$ cat src/lru_key_value_cache_core_defines.svh
// Assertion macros for the LRU key/value cache core.
// Included by files that carry concurrent checks; depends on nothing else.
`ifndef LRU_KEY_VALUE_CACHE_CORE_DEFINES_SVH
`define LRU_KEY_VALUE_CACHE_CORE_DEFINES_SVH

// Check a property on a given clock, disabled while reset is held low.
`define LRUKV_ASSERT_CLK(label, clk, rst_n, prop, msg) \
  label: assert property (@(posedge clk) disable iff (!rst_n) prop) else $error(msg);

// Check a property on the core clock and reset.
`define LRUKV_ASSERT(label, prop, msg) \
  `LRUKV_ASSERT_CLK(label, clk_i, rst_ni, prop, msg)

`endif

$ cat src/lrukv_pkg.sv
// Package for the LRU key/value cache core: command codes, sequencer states
// and the status flags of the rank/compare unit. Depends on nothing.
package lrukv_pkg;

  localparam logic CMD_GET = 1'b0;
  localparam logic CMD_SET = 1'b1;

  typedef enum logic [2:0] {
    ST_IDLE,
    ST_SCAN,
    ST_DECIDE,
    ST_UPDATE,
    ST_FINISH
  } lrukv_state_e;

  typedef struct packed {
    logic key_hit;
    logic is_lru;
  } lrukv_flags_t;

endpackage

$ cat src/lrukv_rank_unit.sv
// Shared compare and rank-update unit of the LRU key/value cache core.
// Depends on lrukv_pkg for the status flag struct.
module lrukv_rank_unit #(
  parameter int CAPACITY = 16
) (
  input  logic [((CAPACITY > 1) ? $clog2(CAPACITY) : 1)-1:0] rank_i,
  input  logic [$clog2(CAPACITY + 1)-1:0]                    limit_i,
  input  logic                                               target_i,
  input  logic [31:0]                                        key_rd_i,
  input  logic [31:0]                                        key_req_i,
  output logic [((CAPACITY > 1) ? $clog2(CAPACITY) : 1)-1:0] rank_o,
  output lrukv_pkg::lrukv_flags_t                            flags_o
);

  localparam int RW = (CAPACITY > 1) ? $clog2(CAPACITY) : 1;
  localparam int CW = $clog2(CAPACITY + 1);

  always_comb begin
    if (target_i) begin
      rank_o = '0;
    end else if (CW'(rank_i) < limit_i) begin
      rank_o = rank_i + RW'(1);
    end else begin
      rank_o = rank_i;
    end
  end

  assign flags_o.key_hit = (key_rd_i == key_req_i);
  assign flags_o.is_lru  = (rank_i == RW'(CAPACITY - 1));

endmodule

$ cat src/lru_key_value_cache_core.sv
// Fully associative key/value cache with least-recently-used replacement.
// Depends on lrukv_pkg, lrukv_rank_unit and lru_key_value_cache_core_defines.svh.
//
// A command word is taken when start_i is high and busy_o is low; busy_o then
// stays high until the command is done. With F entries held when the command
// is taken, a set or a hitting get makes two passes over them and a missing
// get only the first: one pass walks the key and rank memories one entry per
// cycle to find the key and the least recent entry, and a second pass
// rewrites the rank memory one entry per cycle; each pass ends once its last
// read has returned. A get gives one result word: done_o is high for exactly
// one cycle, the first cycle with busy_o low after the command, with found_o
// and read_value_o valid in that cycle only; the receiver must take it then.
// A set gives no result. Entries fill in index order, so the fill count alone
// marks which entries are valid and no clearing pass runs.
`include "lru_key_value_cache_core_defines.svh"

module lru_key_value_cache_core #(
  parameter int CAPACITY = 16
) (
  input  logic        clk_i,
  input  logic        rst_ni,
  input  logic        start_i,
  output logic        busy_o,
  input  logic        command_i,
  input  logic [31:0] key_i,
  input  logic [31:0] value_i,
  output logic        done_o,
  output logic        found_o,
  output logic [31:0] read_value_o
);

  localparam int IW = (CAPACITY > 1) ? $clog2(CAPACITY) : 1;
  localparam int CW = $clog2(CAPACITY + 1);

  lrukv_pkg::lrukv_state_e state_q, state_d;

  logic          cmd_q;
  logic [31:0]   key_q;
  logic [31:0]   val_q;
  logic [CW-1:0] cnt_q, cnt_d;
  logic          rd_vld_q, rd_vld_d;
  logic [IW-1:0] rd_idx_q, rd_idx_d;
  logic          hit_q, hit_d;
  logic [IW-1:0] hit_idx_q, hit_idx_d;
  logic [IW-1:0] hit_rank_q, hit_rank_d;
  logic [IW-1:0] lru_idx_q, lru_idx_d;
  logic [IW-1:0] tgt_idx_q, tgt_idx_d;
  logic [CW-1:0] limit_q, limit_d;
  logic [CW-1:0] fill_q, fill_d;
  logic          done_q, done_d;
  logic          found_q, found_d;
  logic [31:0]   rdval_q, rdval_d;

  logic [31:0]   key_mem  [CAPACITY];
  logic [31:0]   val_mem  [CAPACITY];
  logic [IW-1:0] rank_mem [CAPACITY];
  logic [31:0]   key_rd_q;
  logic [31:0]   val_rd_q;
  logic [IW-1:0] rank_rd_q;

  logic          rank_we;
  logic [IW-1:0] rank_waddr;
  logic [IW-1:0] rank_wdata;
  logic          kv_we;
  logic          accept;
  logic          issue;
  logic          pass_done;
  logic          full;

  logic [IW-1:0]           unit_rank;
  lrukv_pkg::lrukv_flags_t unit_flags;

  assign accept    = start_i && !busy_o;
  assign issue     = ((state_q == lrukv_pkg::ST_SCAN) || (state_q == lrukv_pkg::ST_UPDATE))
                     && (cnt_q != fill_q);
  assign pass_done = (cnt_q == fill_q) && !rd_vld_q;
  assign full      = (fill_q == CW'(CAPACITY));

  lrukv_rank_unit #(
    .CAPACITY (CAPACITY)
  ) u_rank_unit (
    .rank_i    (rank_rd_q),
    .limit_i   (limit_q),
    .target_i  (rd_idx_q == tgt_idx_q),
    .key_rd_i  (key_rd_q),
    .key_req_i (key_q),
    .rank_o    (unit_rank),
    .flags_o   (unit_flags)
  );

  // Next state
  always_comb begin
    state_d = state_q;
    case (state_q)
      lrukv_pkg::ST_IDLE: begin
        if (accept) begin
          state_d = lrukv_pkg::ST_SCAN;
        end
      end
      lrukv_pkg::ST_SCAN: begin
        if (pass_done) begin
          state_d = lrukv_pkg::ST_DECIDE;
        end
      end
      lrukv_pkg::ST_DECIDE: begin
        if ((cmd_q == lrukv_pkg::CMD_GET) && !hit_q) begin
          state_d = lrukv_pkg::ST_FINISH;
        end else begin
          state_d = lrukv_pkg::ST_UPDATE;
        end
      end
      lrukv_pkg::ST_UPDATE: begin
        if (pass_done) begin
          state_d = lrukv_pkg::ST_FINISH;
        end
      end
      lrukv_pkg::ST_FINISH: begin
        state_d = lrukv_pkg::ST_IDLE;
      end
      default: begin
        state_d = lrukv_pkg::ST_IDLE;
      end
    endcase
  end

  // Datapath controls
  always_comb begin
    cnt_d      = issue ? cnt_q + CW'(1) : cnt_q;
    rd_vld_d   = issue;
    rd_idx_d   = cnt_q[IW-1:0];
    hit_d      = hit_q;
    hit_idx_d  = hit_idx_q;
    hit_rank_d = hit_rank_q;
    lru_idx_d  = lru_idx_q;
    tgt_idx_d  = tgt_idx_q;
    limit_d    = limit_q;
    fill_d     = fill_q;
    done_d     = 1'b0;
    found_d    = 1'b0;
    rdval_d    = '0;
    rank_we    = 1'b0;
    rank_waddr = rd_idx_q;
    rank_wdata = unit_rank;
    kv_we      = 1'b0;
    case (state_q)
      lrukv_pkg::ST_IDLE: begin
        cnt_d = '0;
        hit_d = 1'b0;
      end
      lrukv_pkg::ST_SCAN: begin
        if (rd_vld_q && unit_flags.key_hit) begin
          hit_d      = 1'b1;
          hit_idx_d  = rd_idx_q;
          hit_rank_d = rank_rd_q;
        end
        if (rd_vld_q && unit_flags.is_lru) begin
          lru_idx_d = rd_idx_q;
        end
      end
      lrukv_pkg::ST_DECIDE: begin
        cnt_d = '0;
        if (hit_q) begin
          tgt_idx_d = hit_idx_q;
          limit_d   = CW'(hit_rank_q);
        end else if (!full) begin
          tgt_idx_d = fill_q[IW-1:0];
          limit_d   = fill_q;
        end else begin
          tgt_idx_d = lru_idx_q;
          limit_d   = CW'(CAPACITY - 1);
        end
      end
      lrukv_pkg::ST_UPDATE: begin
        rank_we = rd_vld_q;
      end
      lrukv_pkg::ST_FINISH: begin
        rank_waddr = tgt_idx_q;
        rank_wdata = '0;
        rank_we    = (cmd_q == lrukv_pkg::CMD_SET) || hit_q;
        if (cmd_q == lrukv_pkg::CMD_SET) begin
          kv_we = 1'b1;
          if (!hit_q && !full) begin
            fill_d = fill_q + CW'(1);
          end
        end else begin
          done_d  = 1'b1;
          found_d = hit_q;
          rdval_d = hit_q ? val_rd_q : '0;
        end
      end
      default: begin
        cnt_d = '0;
      end
    endcase
  end

  always_ff @(posedge clk_i or negedge rst_ni) begin
    if (!rst_ni) begin
      state_q    <= lrukv_pkg::ST_IDLE;
      cnt_q      <= '0;
      rd_vld_q   <= 1'b0;
      hit_q      <= 1'b0;
      fill_q     <= '0;
      done_q     <= 1'b0;
      found_q    <= 1'b0;
    end else begin
      state_q    <= state_d;
      cnt_q      <= cnt_d;
      rd_vld_q   <= rd_vld_d;
      hit_q      <= hit_d;
      fill_q     <= fill_d;
      done_q     <= done_d;
      found_q    <= found_d;
    end
  end

  always_ff @(posedge clk_i) begin
    if (accept) begin
      cmd_q <= command_i;
      key_q <= key_i;
      val_q <= value_i;
    end
    rd_idx_q   <= rd_idx_d;
    hit_idx_q  <= hit_idx_d;
    hit_rank_q <= hit_rank_d;
    lru_idx_q  <= lru_idx_d;
    tgt_idx_q  <= tgt_idx_d;
    limit_q    <= limit_d;
    rdval_q    <= rdval_d;
  end

  always_ff @(posedge clk_i) begin
    if (kv_we) begin
      key_mem[tgt_idx_q] <= key_q;
    end
    key_rd_q <= key_mem[cnt_q[IW-1:0]];
  end

  always_ff @(posedge clk_i) begin
    if (kv_we) begin
      val_mem[tgt_idx_q] <= val_q;
    end
    val_rd_q <= val_mem[tgt_idx_q];
  end

  always_ff @(posedge clk_i) begin
    if (rank_we) begin
      rank_mem[rank_waddr] <= rank_wdata;
    end
    rank_rd_q <= rank_mem[cnt_q[IW-1:0]];
  end

  assign busy_o       = (state_q != lrukv_pkg::ST_IDLE);
  assign done_o       = done_q;
  assign found_o      = found_q;
  assign read_value_o = rdval_q;

  `LRUKV_ASSERT(a_done_after_get, done_o |-> ($past(state_q) == lrukv_pkg::ST_FINISH) && ($past(cmd_q) == lrukv_pkg::CMD_GET), "result word without a finished get")
  `LRUKV_ASSERT(a_fill_bound, fill_q <= CW'(CAPACITY), "fill count beyond capacity")
  `LRUKV_ASSERT(a_found_strobed, found_o |-> done_o, "found flag outside a result word")
  `LRUKV_ASSERT(a_miss_zero, (done_o && !found_o) |-> (read_value_o == '0), "nonzero value on a miss")
  `LRUKV_ASSERT(a_busy_after_start, accept |=> busy_o, "command taken but core not busy")

endmodule
$ cat config.mk
export PLATFORM = sky130hd
export DESIGN_NAME = lru_key_value_cache_core
export DESIGN_NICKNAME = d
export VERILOG_FILES = /design/src/lrukv_pkg.sv /design/src/lrukv_rank_unit.sv /design/src/lru_key_value_cache_core.sv
export VERILOG_INCLUDE_DIRS = /design/src /design/src/src
export SDC_FILE = /design/constraint.sdc
export NUM_CORES = 1
export LEC_CHECK = 0
export BUFFER_PORTS_ARGS = -buffer_cell sky130_fd_sc_hd__buf_2
export CELL_PAD_IN_SITES_DETAIL_PLACEMENT = 1
export CELL_PAD_IN_SITES_GLOBAL_PLACEMENT = 1
export CORE_MARGIN = 2
export CORE_UTILIZATION = 45
export CTS_BUF_LIST = sky130_fd_sc_hd__clkbuf_16
export DETAILED_ROUTE_END_ITERATION = 10
export MAX_ROUTING_LAYER = met4
export PLACE_DENSITY_LB_ADDON = 0.1
export SETUP_SLACK_MARGIN = 0.3
export SLEW_MARGIN = 20
export SYNTH_ARGS = -nofsm -noshare
export SYNTH_HDL_FRONTEND = slang
export SYNTH_SLANG_ARGS = --single-unit
$ cat constraint.sdc
create_clock -name clk_i -period 6.7 [get_ports clk_i]
set_input_delay 1.34 -clock clk_i [delete_from_list [all_inputs] [get_ports clk_i]]
set_output_delay 1.34 -clock clk_i [all_outputs]
set_load 0.05 [all_outputs]
# Word level (Yosys, flattened, before mapping)
# Memory sizes are Yosys's and may differ from the RTL's. A register that Yosys moved wholly into a read port is not among the register bits.
# Index checks and enable logic that the tools add are counted.
# totals
ff_bits	139
mem_count	3
ram_bits	1088
in_bits	68
# memory_table
memory	words	word_bits	rd	rd_ports_with_merged_regs	wr	line	rtl
key_mem	16	32	1	1	1	lru_key_value_cache_core.sv:54	logic [31:0] key_mem [CAPACITY];
val_mem	16	32	1	1	1	lru_key_value_cache_core.sv:55	logic [31:0] val_mem [CAPACITY];
rank_mem	16	4	1	1	1	lru_key_value_cache_core.sv:56	logic [IW-1:0] rank_mem [CAPACITY];
# op_classes
bitwise	3
eq_ne	15
reduce_logical	24
add_sub_neg	3
muxes	28
n_lt_le_gt_ge	1
# op_table
cell	count
equality test 32 bit	1
two-way mux 4 bit	8
two-way mux 3 bit	4
case mux 3 bit (4 select lines)	1
two-way mux 1 bit	11
adder 5 x 1 -> 5 bit, second input constant	2
two-way mux 5 bit	2
logical AND 1 bit	7
equality test 3 x 2 -> 1 bit, second input constant	2
inequality test 2 bit, second input constant	3
AND reduction 2 bit	3
AND reduction 3 bit	2
OR reduction 3 bit	2
equality test 5 bit	1
equality test 5 bit, second input constant	1
less-than comparator 4 x 5 -> 1 bit	1
inequality test 5 bit	1
adder 4 x 1 -> 4 bit, second input constant	1
equality test 4 bit	1
equality test 4 bit, second input constant	1
logical NOT 1 bit	4
inequality test 2 x 1 -> 1 bit, second input constant	2
case mux 1 bit (2 select lines)	2
equality test 3 x 1 -> 1 bit, second input constant	1
7 further kinds	10

# Depth between registers and ports, before layout
# depth
depth_word	5
depth_mapped	8
depth_no_buf	7

# Modules after synthesis
# From an unflattened synthesis, not the netlist that was laid out.
# hier_totals
cells_unflattened	2121
area_unflattened_um2	47963.5
# by_module_without_submodules
mod	area_each_um2	n_inst	cells_per_inst
lru_key_value_cache_core	47434.2	1	2053
lrukv_rank_unit	529.3	1	68

# Worst setup path after synthesis
# OpenSTA, ideal clock, no wires.
# synth_timing
path_type	register -> register
from	register state_q[0]
to	memory key_mem[1][0], enable pin
setup_ns	0.564
arrival_time_ns	5.623
path_stages_with_launch	7
path_buffers	2
required_ns	6.136
slack_ns	0.512
path_cell_list	dfrtp_1 clkbuf_1 nor2_1 and2_1 clkbuf_1 nand4b_1 nor3_1
# synth_via
elab_chain_cells	4
# synth_lines
element	line	rtl
from (decl)	lru_key_value_cache_core.sv:35	lrukv_pkg::lrukv_state_e state_q, state_d;
from (signal assigned)	lru_key_value_cache_core.sv:199	state_q <= lrukv_pkg::ST_IDLE;
from (signal assigned)	lru_key_value_cache_core.sv:207	state_q <= state_d;
equality test 3 bit	lru_key_value_cache_core.sv:145	case (state_q)
two-way mux 1 bit	lru_key_value_cache_core.sv:145	
two-way mux 1 bit	lru_key_value_cache_core.sv:233	if (kv_we) begin
two-way mux 1 bit (not written as such)	lru_key_value_cache_core.sv:234	key_mem[tgt_idx_q] <= key_q;
to (decl)	lru_key_value_cache_core.sv:54	
# No other way between the ends.

# Worst setup path in the final report
# layout_timing
from	register tgt_idx_q[1]
to	memory key_mem[6][31], enable pin
# layout_rtl
element	line	rtl
from (decl)	lru_key_value_cache_core.sv:47	logic [IW-1:0] tgt_idx_q, tgt_idx_d;
from (signal assigned)	lru_key_value_cache_core.sv:227	tgt_idx_q <= tgt_idx_d;
# No word-level cell before the write port.

==> flow_summary.json <==
{
  "status": "finished with violations",
  "violations": "DRC",
  "synth-main-ff-cell": "edfxtp_1",
  "synth-xor-area-share_pct": 0.8231,
  "syn_inst": 1997,
  "critPathRequiredTime_ns": 7.06,
  "worst_ep_arrival_time_ns": 4.08,
  "hold_viol": 0,
  "fin_tns_setup_ns": 0,
  "cts.repair.resized": 0,
  "crit_path_end_kind": "register",
  "crit_chain": "buf_12, nand4b_1, nor2_4, buf_4",
  "routed_wirelength_um": 105400,
  "critical_path.top_delay_family": "simple AND/OR/NAND/NOR gates",
  "cts.sinks": 1295,
  "final_nets": 2270,
  "layout_commonest_cell": "edfxtp_1",
  "grt_pass1_wl_um": 155900,
  "power_density_nw_per_um2": 358.8,
  "clk_latency_ns": 0.75,
  "core_area_um2": 105400,
  "dieArea_um2": 109000,
  "cts-buffers-inserted": 138,
  "rsz0062_at_grt": "no",
  "syn2layout_area_growth_pct": 13.64,
  "synthesis.area_um2": 47880,
  "synth_fp_nets": 2072,
  "placedCellCount": 3444,
  "hp-class": "reg2reg",
  "cts_buffer_depth": 3,
  "pwr-share-seq_pct": 51.4,
  "ys_types": 43,
  "swShare_pct": 24.23,
  "multi_input_area_um2": 9658,
  "crit_slowest_cell": "nor2_4",
  "ant_nets": 0,
  "seq_area_um2": 37780,
  "ys_ff_latch": 1295,
  "boundaryPins": 103,
  "critPathKind": "reg2reg",
  "cts_tree": "built",
  "pwr-share-comb_pct": 11.8,
  "grt_overflow_total": 0,
  "synth_top_family_by_area": "multiplexers",
  "postCtsSetupBuffers": 0,
  "synth-adder-area-share_pct": 0.1829,
  "worst_pin_slew_ns": 1.085,
  "drive_gt1_share_pct": 27.44,
  "antenna_found_initial": 3,
  "seq_area_frac_synth_pct": 78.86,
  "power.switching_w": 0.004729,
  "first_global_vias": 22750,
  "crit_path_max_fanout": 136,
  "drt-initial-drc-count": 1778,
  "post-route-drc-count": 3,
  "final_cell_mix": "edfxtp_1 (1174), mux4_2 (276), clkbuf_16 (141), dfxtp_1 (104), buf_2 (102)",
  "busiest_layer": "met2",
  "vias": 20920,
  "intPower_w": 0.01479,
  "critPathLaunchType": "register",
  "grt_max_degree": 137,
  "crit_path_max_incr_delay_ns": 0.94,
  "async_flop_share_pct": 1.313,
  "p_leak_nw": 17.60,
  "holdBufCountCts": 0,
  "slew_headroom_pct": 27.70,
  "die_x_um": 330.2,
  "dr.pass1.iters": 9,
  "crit_buf_inv": 2,
  "dp_hpwl_um": 56540,
  "grt_util_met3_pct": 3.231,
  "utilization_pct": 51.62,
  "grt.total_usage_pct": 20.57,
  "avgViaCountPerCell": 5.656,
  "path_clk_slew_ns": 0.06,
  "finalCritPeriodShare_pct": 55.64,
  "ys_warn_count": 0,
  "die_y_um": 330.2,
  "final_cells": 3698,
  "cts.htree.levels": 4,
  "antennaDiodeCount": 0,
  "finalCriticalPeriod_ns": 3.728,
  "clockPowerShare_pct": 36.8,
  "gp_congestion": 0.7199,
  "max_freq_mhz": 268.3,
  "setup_violations": 0,
  "hold_ws_ns": 0.4581,
  "synth_compound_area_share_pct": 0.4390,
  "synth_edf_count": 1174,
  "synth-simple-area-share_pct": 1.782,
  "synthMuxAreaShare_pct": 16.66,
  "io_buffers": 102,
  "clock_skew_ns": 0.03284,
  "n_fill_cell": 9041,
  "cts_root_buf": "clkbuf_16",
  "syn_area_per_cell_um2": 23.98,
  "post_drt_wl_per_cell_um": 28.50,
  "grt_util_met2_pct": 31.50,
  "initial_core_util_pct": 45.42,
  "use_met1_pct": 28.85,
  "ir_worst_vdd_mv": 0.2616,
  "drv_slew": 0,
  "rows": 119,
  "maxCapViolations": 0
}
path summary, 6_finish.rpt:
check	startpoint	slack (ns)	cells past startpoint	to
max	tgt_idx_q[1]$_DFFE_PP_	2.97	4	key_mem[6][31]$_DFFE_PP_
min	val_rd_q[20]$_DFF_P_	0.46	1	read_value_o[20]$_SDFF_PP0_
max reg2reg	tgt_idx_q[1]$_DFFE_PP_	2.97	4	key_mem[6][31]$_DFFE_PP_
min reg2reg	val_rd_q[20]$_DFF_P_	0.46	1	read_value_o[20]$_SDFF_PP0_
max in group asynchronous	rst_ni	5.79	1	cnt_q[2]$_DFFE_PN0P_
min in group asynchronous	rst_ni	0.55	1	rd_vld_q$_DFF_PN0_
cell families (layout without fill, tap and decap cells):
group / Yosys count / count (layout)
flip-flops: 1295 / 1295
AO/OA/AOI/OAI: 36 / 36
multiplexers: 348 / 348
XOR/XNOR: 45 / 45
adder cells (fa/ha/maj): 7 / 7
buffers and inverters: 103 / 413
AND/OR/NAND/NOR: 163 / 163
layer usage:
layer  wire length (µm)  vias up
met4               2313        0
li1                   -     8889
met3               4219      158
met5                  0        -
met1              47860    11390
met2              51010      484
cell usage after synthesis, types with 17 or more instances:
| cell | count | share of area (%) |
|---|---|---|
| mux4_1 | 64 | 3.5 |
| o21ai_0 | 19 | 0.20 |
| xnor2_1 | 36 | 0.66 |
| mux4_2 | 276 | 13 |
| buf_6 | 17 | 0.40 |
| nand2_1 | 25 | 0.20 |
| dfxtp_1 | 104 | 4.3 |
| clkbuf_1 | 54 | 0.42 |
| nor2_1 | 47 | 0.37 |
| and3_1 | 35 | 0.46 |
| edfxtp_1 | 1174 | 74 |
| dfrtp_1 | 17 | 0.89 |
sequential cells by signal, summed over array words and instances, names as in the netlist, 3 cells and up:
register	flops
hit_rank_q	4
cnt_q	5
fill_q	5
rank_rd_q	4
tgt_idx_q	4
key_q	32
read_value_o	32
hit_idx_q	4
rank_mem	64
key_mem	512
state_q	3
limit_q	5
lru_idx_q	4
val_rd_q	32
val_mem	512
rd_idx_q	4
val_q	32
key_rd_q	32
cell type report:
class	instances	share of cell area, %
tap	1391	3.198
clock inverter	111	1.368
clock buffer	141	6.484
inverter	8	0.05519
timing repair buffer	153	1.725
multi-input combinational	599	17.75
sequential	1295	69.42
power by group through the flow:
stage	Clock, W	Combinational, W	Sequential [W]
floorplan	0	0.00181	0.00994
global placement	0	0.00233	0.0102
detailed placement	0	0.00236	0.0102
CTS	0.00737	0.00237	0.0101
global route	0.00765	0.00251	0.0101
finish	0.00718	0.00231	0.0100
through the flow:
step,total power [W],setup WS [ns],cell area (µm²)
2_1_floorplan,0.01175,0.5122,47880
3_3_place_gp,0.01251,2.951,50100
3_5_place_dp,0.01259,2.888,50100
4_1_cts,0.01980,2.860,54380
5_1_grt,0.02026,2.693,54410
6_report,0.01952,2.972,54410
(Power assumes the default switching activity.)
